==> src/hw/rtl/ps2mct_pkg.sv <==
package ps2mct_pkg;

  typedef enum logic [1:0] {
    PH_HEADER = 2'd0,
    PH_DX     = 2'd1,
    PH_DY     = 2'd2
  } phase_e;

  localparam int unsigned HdrLeft  = 0;
  localparam int unsigned HdrOne   = 3;
  localparam int unsigned HdrXSign = 4;
  localparam int unsigned HdrYSign = 5;
  localparam int unsigned HdrXOvf  = 6;
  localparam int unsigned HdrYOvf  = 7;

  localparam logic [1:0] RegClampWidth   = 2'd0;
  localparam logic [1:0] RegClampHeight  = 2'd1;
  localparam logic [1:0] RegIconSize     = 2'd2;
  localparam logic [1:0] RegDisplayWidth = 2'd3;

  localparam logic [11:0] ClampWidthRst   = 12'd720;
  localparam logic [11:0] ClampHeightRst  = 12'd400;
  localparam logic [9:0]  IconSizeRst     = 10'd40;
  localparam logic [11:0] DisplayWidthRst = 12'd720;

  localparam logic [2:0] ClickNone  = 3'd0;
  localparam logic [2:0] ClickIcon0 = 3'd1;
  localparam logic [2:0] ClickIcon1 = 3'd2;
  localparam logic [2:0] ClickIcon2 = 3'd3;
  localparam logic [2:0] ClickMin   = 3'd4;

  typedef struct packed {
    logic [11:0] clamp_width;
    logic [11:0] clamp_height;
    logic [9:0]  icon_size;
    logic [11:0] display_width;
  } cfg_t;

  typedef struct packed {
    logic       left;
    logic       x_sign;
    logic       y_sign;
    logic [7:0] dx;
    logic [7:0] dy;
  } pkt_t;

endpackage

==> src/hw/rtl/ps2mct_update.sv <==
module ps2mct_update #(
  parameter int unsigned POS_BITS = 12
) (
  input  logic [POS_BITS-1:0] cur_x_i,
  input  logic [POS_BITS-1:0] cur_y_i,
  input  ps2mct_pkg::pkt_t    pkt_i,
  input  ps2mct_pkg::cfg_t    cfg_i,
  output logic [POS_BITS-1:0] new_x_o,
  output logic [POS_BITS-1:0] new_y_o,
  output logic [2:0]          click_o
);
  import ps2mct_pkg::*;

  localparam int unsigned BW = (POS_BITS > 12) ? POS_BITS : 12;
  localparam int unsigned VW = BW + 2;
  localparam logic [BW-1:0] PosMax = BW'((33'd1 << POS_BITS) - 33'd1);

  function automatic logic [POS_BITS-1:0] clamp_pos(logic signed [VW-1:0] v,
                                                    logic [11:0] size);
    logic [BW-1:0] hi;
    logic [BW-1:0] res;
    hi = (size == 12'd0) ? '0 : BW'(size - 12'd1);
    if (hi > PosMax) begin
      hi = PosMax;
    end
    if (v < 0) begin
      res = '0;
    end else if (v > $signed({2'b00, hi})) begin
      res = hi;
    end else begin
      res = v[BW-1:0];
    end
    return res[POS_BITS-1:0];
  endfunction

  logic signed [VW-1:0] dx_ext, dy_ext, sum_x, sum_y;
  logic signed [VW-1:0] x_e, y_e, s1, s2, s3, dw_e, min_lo;

  assign dx_ext = VW'($signed({pkt_i.x_sign, pkt_i.dx}));
  assign dy_ext = VW'($signed({pkt_i.y_sign, pkt_i.dy}));
  assign sum_x  = $signed(VW'(cur_x_i)) + dx_ext;
  assign sum_y  = $signed(VW'(cur_y_i)) - dy_ext;
  assign new_x_o = clamp_pos(sum_x, cfg_i.clamp_width);
  assign new_y_o = clamp_pos(sum_y, cfg_i.clamp_height);

  assign x_e    = $signed(VW'(new_x_o));
  assign y_e    = $signed(VW'(new_y_o));
  assign s1     = $signed(VW'(cfg_i.icon_size));
  assign s2     = s1 <<< 1;
  assign s3     = s2 + s1;
  assign dw_e   = $signed(VW'(cfg_i.display_width));
  assign min_lo = dw_e - s1;

  always_comb begin
    click_o = ClickNone;
    if (pkt_i.left && (y_e < s1)) begin
      if (x_e < s1) begin
        click_o = ClickIcon0;
      end
      if ((x_e >= s1) && (x_e < s2)) begin
        click_o = ClickIcon1;
      end
      if ((x_e >= s2) && (x_e < s3)) begin
        click_o = ClickIcon2;
      end
      if ((x_e >= min_lo) && (x_e < dw_e)) begin
        click_o = ClickMin;
      end
    end
  end

endmodule

==> src/hw/rtl/ps2_mouse_cursor_tracker.sv <==
// Channel | Direction | Handshake                 | Payload
// cfg     | in        | cfg_valid_i / cfg_ready_o | cfg_index_i, cfg_data_i
// in      | in        | in_valid_i / in_stall_o   | data_byte_i
// out     | out       | out_valid_o / out_stall_i | pos_x_o, pos_y_o, prev_x_o, prev_y_o,
//         |           |                           | left_button_o, click_action_o
//
// One byte is taken every cycle while in_stall_o is low; a valid third byte enters the packet
// register, and its result is registered in the output register once the output is not stalled.
// The packet register and the output register together hold two packets, so input
// stalls only when both are full and the output is stalled.
// Reset clears the byte phase, holds, cursor and valid flags and sets the configuration registers to their defaults.
// Configuration writes are always ready and take effect at once.
module ps2_mouse_cursor_tracker #(
  parameter int unsigned POS_BITS = 12
) (
  input  logic                clk_i,
  input  logic                rst_ni,
  input  logic                cfg_valid_i,
  output logic                cfg_ready_o,
  input  logic [1:0]          cfg_index_i,
  input  logic [11:0]         cfg_data_i,
  input  logic                in_valid_i,
  output logic                in_stall_o,
  input  logic [7:0]          data_byte_i,
  output logic                out_valid_o,
  input  logic                out_stall_i,
  output logic [POS_BITS-1:0] pos_x_o,
  output logic [POS_BITS-1:0] pos_y_o,
  output logic [POS_BITS-1:0] prev_x_o,
  output logic [POS_BITS-1:0] prev_y_o,
  output logic                left_button_o,
  output logic [2:0]          click_action_o
);
  import ps2mct_pkg::*;

  cfg_t   cfg_q, cfg_d;
  phase_e phase_q, phase_d;
  logic [7:0] header_q, header_d, dx_q, dx_d;
  logic [POS_BITS-1:0] cur_x_q, cur_y_q;
  logic pkt_valid_q, pkt_valid_d;
  pkt_t pkt_q;
  logic out_valid_q, out_valid_d;
  logic [POS_BITS-1:0] new_x, new_y;
  logic [2:0] click;
  logic [POS_BITS-1:0] pos_x_q, pos_y_q, prev_x_q, prev_y_q;
  logic left_q;
  logic [2:0] click_q;
  logic in_acc, pkt_go, pkt_load, hdr_ok;

  assign cfg_ready_o = 1'b1;
  assign pkt_go      = pkt_valid_q && (!out_valid_q || !out_stall_i);
  assign in_stall_o  = pkt_valid_q && !pkt_go;
  assign in_acc      = in_valid_i && !in_stall_o;
  assign hdr_ok      = !header_q[HdrXOvf] && !header_q[HdrYOvf] && header_q[HdrOne];

  always_comb begin
    cfg_d = cfg_q;
    if (cfg_valid_i) begin
      case (cfg_index_i)
        RegClampWidth:   cfg_d.clamp_width   = cfg_data_i;
        RegClampHeight:  cfg_d.clamp_height  = cfg_data_i;
        RegIconSize:     cfg_d.icon_size     = cfg_data_i[9:0];
        RegDisplayWidth: cfg_d.display_width = cfg_data_i;
        default:         cfg_d = cfg_q;
      endcase
    end
  end

  always_comb begin
    phase_d  = phase_q;
    header_d = header_q;
    dx_d     = dx_q;
    pkt_load = 1'b0;
    if (in_acc) begin
      case (phase_q)
        PH_DX: begin
          dx_d    = data_byte_i;
          phase_d = PH_DY;
        end
        PH_DY: begin
          phase_d  = PH_HEADER;
          pkt_load = hdr_ok;
        end
        default: begin
          header_d = data_byte_i;
          phase_d  = PH_DX;
        end
      endcase
    end
    pkt_valid_d = pkt_load || (pkt_valid_q && !pkt_go);
    out_valid_d = pkt_go || (out_valid_q && out_stall_i);
  end

  always_ff @(posedge clk_i or negedge rst_ni) begin
    if (!rst_ni) begin
      cfg_q       <= '{clamp_width: ClampWidthRst, clamp_height: ClampHeightRst,
                       icon_size: IconSizeRst, display_width: DisplayWidthRst};
      phase_q     <= PH_HEADER;
      header_q    <= '0;
      dx_q        <= '0;
      cur_x_q     <= '0;
      cur_y_q     <= '0;
      pkt_valid_q <= 1'b0;
      out_valid_q <= 1'b0;
    end else begin
      cfg_q       <= cfg_d;
      phase_q     <= phase_d;
      header_q    <= header_d;
      dx_q        <= dx_d;
      pkt_valid_q <= pkt_valid_d;
      out_valid_q <= out_valid_d;
      if (pkt_go) begin
        cur_x_q <= new_x;
        cur_y_q <= new_y;
      end
    end
  end

  always_ff @(posedge clk_i) begin
    if (pkt_load) begin
      pkt_q <= '{left: header_q[HdrLeft], x_sign: header_q[HdrXSign],
                 y_sign: header_q[HdrYSign], dx: dx_q, dy: data_byte_i};
    end
    if (pkt_go) begin
      pos_x_q  <= new_x;
      pos_y_q  <= new_y;
      prev_x_q <= cur_x_q;
      prev_y_q <= cur_y_q;
      left_q   <= pkt_q.left;
      click_q  <= click;
    end
  end

  ps2mct_update #(
    .POS_BITS(POS_BITS)
  ) u_update (
    .cur_x_i(cur_x_q),
    .cur_y_i(cur_y_q),
    .pkt_i  (pkt_q),
    .cfg_i  (cfg_q),
    .new_x_o(new_x),
    .new_y_o(new_y),
    .click_o(click)
  );

  assign out_valid_o    = out_valid_q;
  assign pos_x_o        = pos_x_q;
  assign pos_y_o        = pos_y_q;
  assign prev_x_o       = prev_x_q;
  assign prev_y_o       = prev_y_q;
  assign left_button_o  = left_q;
  assign click_action_o = click_q;

  a_stall_needs_pkt: assert property (@(posedge clk_i) disable iff (!rst_ni)
    in_stall_o |-> (pkt_valid_q && out_valid_q && out_stall_i))
    else $error("input stalled without a blocked packet");

  a_go_fills_out: assert property (@(posedge clk_i) disable iff (!rst_ni)
    pkt_go |=> out_valid_q)
    else $error("packet advanced without producing a result");

  a_cursor_stable: assert property (@(posedge clk_i) disable iff (!rst_ni)
    !pkt_go |=> ($stable(cur_x_q) && $stable(cur_y_q)))
    else $error("cursor changed without a packet");

  a_out_drains: assert property (@(posedge clk_i) disable iff (!rst_ni)
    (out_valid_q && !out_stall_i && !pkt_go) |=> !out_valid_q)
    else $error("result delivered twice");

endmodule

==> config.mk <==
export PLATFORM = sky130hd
export DESIGN_NAME = ps2_mouse_cursor_tracker
export DESIGN_NICKNAME = d
export VERILOG_FILES = /design/src/hw/rtl/ps2mct_pkg.sv /design/src/hw/rtl/ps2mct_update.sv /design/src/hw/rtl/ps2_mouse_cursor_tracker.sv
export SDC_FILE = /design/constraint.sdc
export NUM_CORES = 1
export LEC_CHECK = 0
export BUFFER_PORTS_ARGS = -buffer_cell sky130_fd_sc_hd__buf_2
export CORE_MARGIN = 1
export CORE_UTILIZATION = 62
export CTS_CLUSTER_SIZE = 25
export DETAILED_ROUTE_END_ITERATION = 16
export PLACE_DENSITY = 0.91
export SKIP_CTS_REPAIR_TIMING = 1
export SLEW_MARGIN = 20
export SYNTH_ARGS = -nofsm -noshare
export SYNTH_HDL_FRONTEND = slang
export SYNTH_SLANG_ARGS = --single-unit
==> constraint.sdc <==
create_clock -name clk_i -period 8.35 [get_ports clk_i]
set_input_delay 0.835 -clock clk_i [delete_from_list [all_inputs] [get_ports clk_i]]
set_output_delay 0.835 -clock clk_i [all_outputs]
set_load 0.01 [all_outputs]
# Yosys cells after proc, flatten, opt, wreduce, memory -nomap -nowiden
# Index checks and enable logic that the tools add are counted.
# W data, S select, Z words.
# word_totals
mem_bits_ro,0
ram_bits,0
word_cells,95
n_memories,0
latchBits,0
regBits,161
out_inout_bits,55
in_bits,27
# op_classes
add_sub_neg,6
shifts,0
n_lt_le_gt_ge,14
multipliers,0
bitwise_logic,2
n_eq_ne,5
div,0
n_mux,15
reduce_logical,30
# ops
op,count
$mux W12,8
$gt A14 B13 Y1,2
$lt A14 B1 Y1 const B,2
$gt A12 B12 Y1 const B,2
$logic_not A12 Y1,2
$lt A12 B10 Y1,2
$sub A12 B1 Y12 const B,2
$add A13 B9 Y14,1
$ge A13 B14 Y1,1
$lt A13 B14 Y1,1
$sub A13 B9 Y14,1
$sub A12 B10 Y13,1
$add A11 B10 Y12,1
$ge A12 B10 Y1,1
$ge A12 B11 Y1,1
$lt A12 B11 Y1,1
$lt A12 B12 Y1,1
$reduce_and A2 Y1,6
$logic_and A1 B1 Y1,10
$eq A2 B2 Y1 const B,3
$logic_not A1 Y1,6
$eq A2 B1 Y1 const B,2
$mux W2,2
$pmux W2 S2,1
6 further kinds,12

# Logic depth before layout (Yosys ltp)
# depth
ltp_word,12
mapped_depth,31

# Hierarchy
# Synthesis repeated with hierarchy kept, for this count alone.
# unflattened
hier_cells,1042
hier_area_um2,10968.0
# by_module_without_submodules
module,n_inst,cells_per_inst,area_per_inst_um2
ps2_mouse_cursor_tracker,1,330,5839.4
ps2mct_update,1,712,5128.7

# Worst setup path after synthesis
# OpenSTA, ideal clock, no wires.
# synth_timing
path_type,register to register
start,reg cur_x_q[0]
end,reg click_q[1] (netlist: click_action_o[1]) (data pin)
arrival_ns,5.998
path_buffers,1
path_stages_with_launch,31
setup_ns,0.266
setup_slack_ns,2.086
cell_sequence,dfrtp_1 > ha_1 > fa_1 > a211o_1 > a31oi_1 > nor2_1 > nor2_1 > o221ai_1 > xor2_1 > ha_1 > nand4_1 > or4_4 > o311ai_2 > and2_1 > buf_2 > a21oi_1 > nor2_1 > nor2_1 > a21oi_1 > nor2_1 > ha_1 > nand2_1 > a21oi_1 > nand2_1 > a2111oi_0 > a31o_2 > o22ai_1 > a2111oi_2 > o221ai_2 > o2111ai_2 > a21oi_1
# synth_between
elab_chain_len,8
elab_cells_between_ends,17
classes_between,add/sub: 1; order compare: 8; mux: 4; reduce/logical: 4
# synth_lines
item,line_no,text
"start, declared",ps2_mouse_cursor_tracker.sv:39,"logic [POS_BITS-1:0] cur_x_q, cur_y_q;"
"start signal, assigned",ps2_mouse_cursor_tracker.sv:113,cur_x_q <= new_x;
$add A13 B9 Y14 (*),ps2mct_update.sv:41,assign sum_x = $signed(VW'(cur_x_i)) + dx_ext;
$gt A14 B13 Y1,ps2mct_update.sv:28,"end else if (v > $signed({2'b00, hi})) begin"
$mux W12,ps2mct_update.sv:28,
$mux W12 (*),ps2mct_update.sv:26,if (v < 0) begin
via new_x[3],ps2_mouse_cursor_tracker.sv:43,"logic [POS_BITS-1:0] new_x, new_y;"
$ge A12 B10 Y1 / $lt A12 B11 Y1 (equally long branches),ps2mct_update.sv:60,if ((x_e >= s1) && (x_e < s2)) begin
$logic_and A1 B1 Y1,ps2mct_update.sv:60,
$mux W2,ps2mct_update.sv:60,
$mux W2,ps2mct_update.sv:63,if ((x_e >= s2) && (x_e < s3)) begin
"end signal, assigned",ps2_mouse_cursor_tracker.sv:130,click_q <= click;
"end, declared",ps2_mouse_cursor_tracker.sv:47,logic [2:0] click_q;
# The timed path passes the listed nets; every way through them passes the cells marked *.
# A chain may end at the register's enable or synchronous reset.

# Worst setup path in the final report
# Same ends and word-level chain as after synthesis.

==> impl_results.md <==
- Number of synthesized flops with an enable pin: 71
- Gr ovfl total: 0
- CP Max Fanout: 8
- Design area: 0.0122 mm2
- Cell area after technology mapping: 0.0109 mm2
- H-tree depth: 4
- Critical Path AT: 7370 ps
- Area post-placement: 0.0116 mm2
- Register area share after synthesis: 0.398
- Max-cap viol count: 0
- Worst Setup End Kind: flip-flop
- CTS tree: done
- Synth Area in XOR/XNOR: 0.0320
- FF/Latch Area: 0.00435 mm2
- Worst Path Required: 8540 ps
- Post-synthesis mux area share: 0.0693
- Combinational family with the most area after synthesis: compound AO/OA/AOI/OAI gates
- Adder-cell share of the synthesized area: 0.156
- Worst path most repeated cell: nor2_1
- Total negative slack: 0 ps
- P_leak: 5.45 nW
- Syn_nets: 1234
- Startpoint Class: flip-flop
- Crit-path max cell delay: 570 ps
- Final Skew: 12.1 ps
- I/O pins: 82
- Routed WL: 30100 um
- Post-synthesis compound-gate area fraction: 0.163
- Clk_lat worst skew: 450 ps
- Post-Place Cells: 1370
- Asr flop ratio synth: 0.553
- Crit-path slowest cell: or4_4
- Synth unique cells: 86
- Clock tree buffer depth: 2
- Largest area contributor in the netlist: edfxtp_1
- Top FF cell, synth: dfrtp_1
- Post-synth top area share: 0.195
- Slew @ Worst Pin: 1060 ps
- Gpl congestion: 0.948
- Detailed router's first-iteration violation count: 829
- Number of synthesized register bits: 159
- Max-slew violations: 0
- Vias per inst: 6.36
- RSZ-0062 raised after global routing: false
- Number of global-route vias before repair: 8720
- Top post-synthesis cells by count: ha_1, nor2_1, inv_1
- Fin cells: 1402
- Initial antenna violation count: 0
- DR vias: 8921
- Port Buffers: 80
- Layout cells sized above 1: 0.208
- Post-synthesis cell count: 1075
- Tcrit/Tclk final: 0.860
- HPWL after detailed placement: 22400 um
- Synth Area in Simple Gates: 0.143
- CTS Buf Count: 17
- Status: completed
- Root buffer cell: clkbuf_16
- Largest net degree at the start of global routing: 46
- Post-layout min period: 7180 ps
- Final ANT Viol Nets: 0
- Area contributors post-synth: edfxtp_1, dfrtp_1, ha_1
- Hold crit path type: input pin to asynchronous set/reset pin
- PwrDens: 359 mW/mm2
- Clk sinks: 159
- Die X: 135 um
- Synth-to-Final Area Change: 11.7%
- Most common cell in the netlist: ha_1
- Global Route Usage Sum: 0.345
- # DRC: 0
- Setup violations, final: 0
- Final Hold Violating Endpoints: 0
- Area occupied by multi-input gates: 0.00617 mm2
- Die Height: 135 um
- First-pass GRT wire length: 46800 um
- Nets@finish: 1323
- Mean post-synth cell area: 10.2 um2
- Fmax: 0.139 GHz
- Peak supply drop: 221 uV
- Core box area: 0.0172 mm2
- Slew HR: 0.291
- Crit path kind: flip-flop to flip-flop
- Number of synthesis warnings: 0
- Pre-antenna DRT Iters: 5
- DIE AREA: 0.0182 mm2
- Row cnt: 48
- # diodes: 0
- Initial Util: 0.635
- Routed wire per std cell: 21.5 um
- CTS clk-pin slew, worst paths: 80 ps
- Number of fill cells: 1207
-- area by class of cell --
cell class	count	area share
flip-flops and latches	159	0.356
clock buffers	17	0.0348
inverters	86	0.0268
clock inverters	15	0.0140
multi-input cells	808	0.505
well taps	225	0.0230
repair buffers	92	0.0404
-- routing by layer --
layer,vias up,GRT usage,wire [um],part of all wire
met5,-,0,0,0
met4,0,0.112,834,0.028
met3,63,0.0691,2670,0.089
met2,423,0.566,14200,0.47
met1,4311,0.459,12400,0.41
li1,4124,-,-,-
-- cells in the final DEF (no fill, tap or decap), drive strengths merged, types with 13 or more instances in the layout --
cell type,synthesis,layout
inv,85,92
o21ai,48,48
ha,128,128
a21oi,78,78
a211oi,13,13
buf,12,92
nand4,14,14
nor3,19,19
a21o,21,21
nor2,91,91
xnor2,28,28
clkbuf,10,17
edfxtp,71,71
nor2b,18,18
nand2,75,75
o31ai,19,19
nand3,28,28
dfstp,13,13
mux2,62,62
dfrtp,75,75
nand2b,14,14
-- flip-flops by register name, indices dropped and copies added, names as in the netlist --
name / cells
prev_x_o: 12
cur_y_q: 12
pos_y_o: 12
phase_q: 2
cfg_q: 46
left_button_o: 1
out_valid_o: 1
header_q: 6
dx_q: 8
cur_x_q: 12
click_action_o: 3
pkt_q: 19
pkt_valid_q: 1
prev_y_o: 12
pos_x_o: 12
-- cell families (layout without fill, tap and decap cells) --
group / count (synthesis) / in the layout
AOI/OAI and AO/OA: 256 / 256
xor gates and xnor gates: 40 / 40
adders and majority gates: 134 / 134
buffers and inverters: 108 / 210
DFF: 159 / 159
muxes: 68 / 68
other: 1 / 1
and+or+nand+nor: 309 / 309
-- power breakdown --
group	switching [mW]	total [mW]	internal [mW]
combinational	1.49	2.43	0.948
clock	0.373	0.799	0.426
sequential	0.140	1.15	1.01
-- worst paths after layout --
check | start | endpoint | slack, ps | cells after the start
max | cur_x_q[0] | click_action_o[1] | 1170 | 29
min | rst_ni | cfg_q[16] | 370 | 1
max reg2reg | cur_x_q[0] | click_action_o[1] | 1170 | 29
min reg2reg | dx_q[5] | pkt_q[13] | 450 | 0
max in group asynchronous | rst_ni | cur_y_q[0] | 6950 | 2
min in group clk_i | dx_q[5] | pkt_q[13] | 450 | 0
-- worst max-delay path: cells and delay by family (launching register included) --
family	cells	cell delay, ps
xor gates and xnor gates	1	180
DFF	1	410
and+or+nand+nor	10	2050
AOI/OAI and AO/OA	14	2870
adders and majority gates	4	1410
-- through the flow --
| step | setup slack (ps) | hold WS [ps] | utilization | power [mW] |
|---|---|---|---|---|
| final | 1170 | 367 | 0.709 | 4.38 |
| after global routing | 656 | 418 | 0.709 | 4.66 |
| after CTS | 1260 | 376 | 0.709 | 4.31 |
| after detailed placement | 1360 | 430 | 0.674 | 3.47 |
| after global placement | 1610 | 423 | 0.674 | 3.37 |
| after floorplan | 2090 | 419 | - | 2.83 |
(Power assumes the default switching activity.)
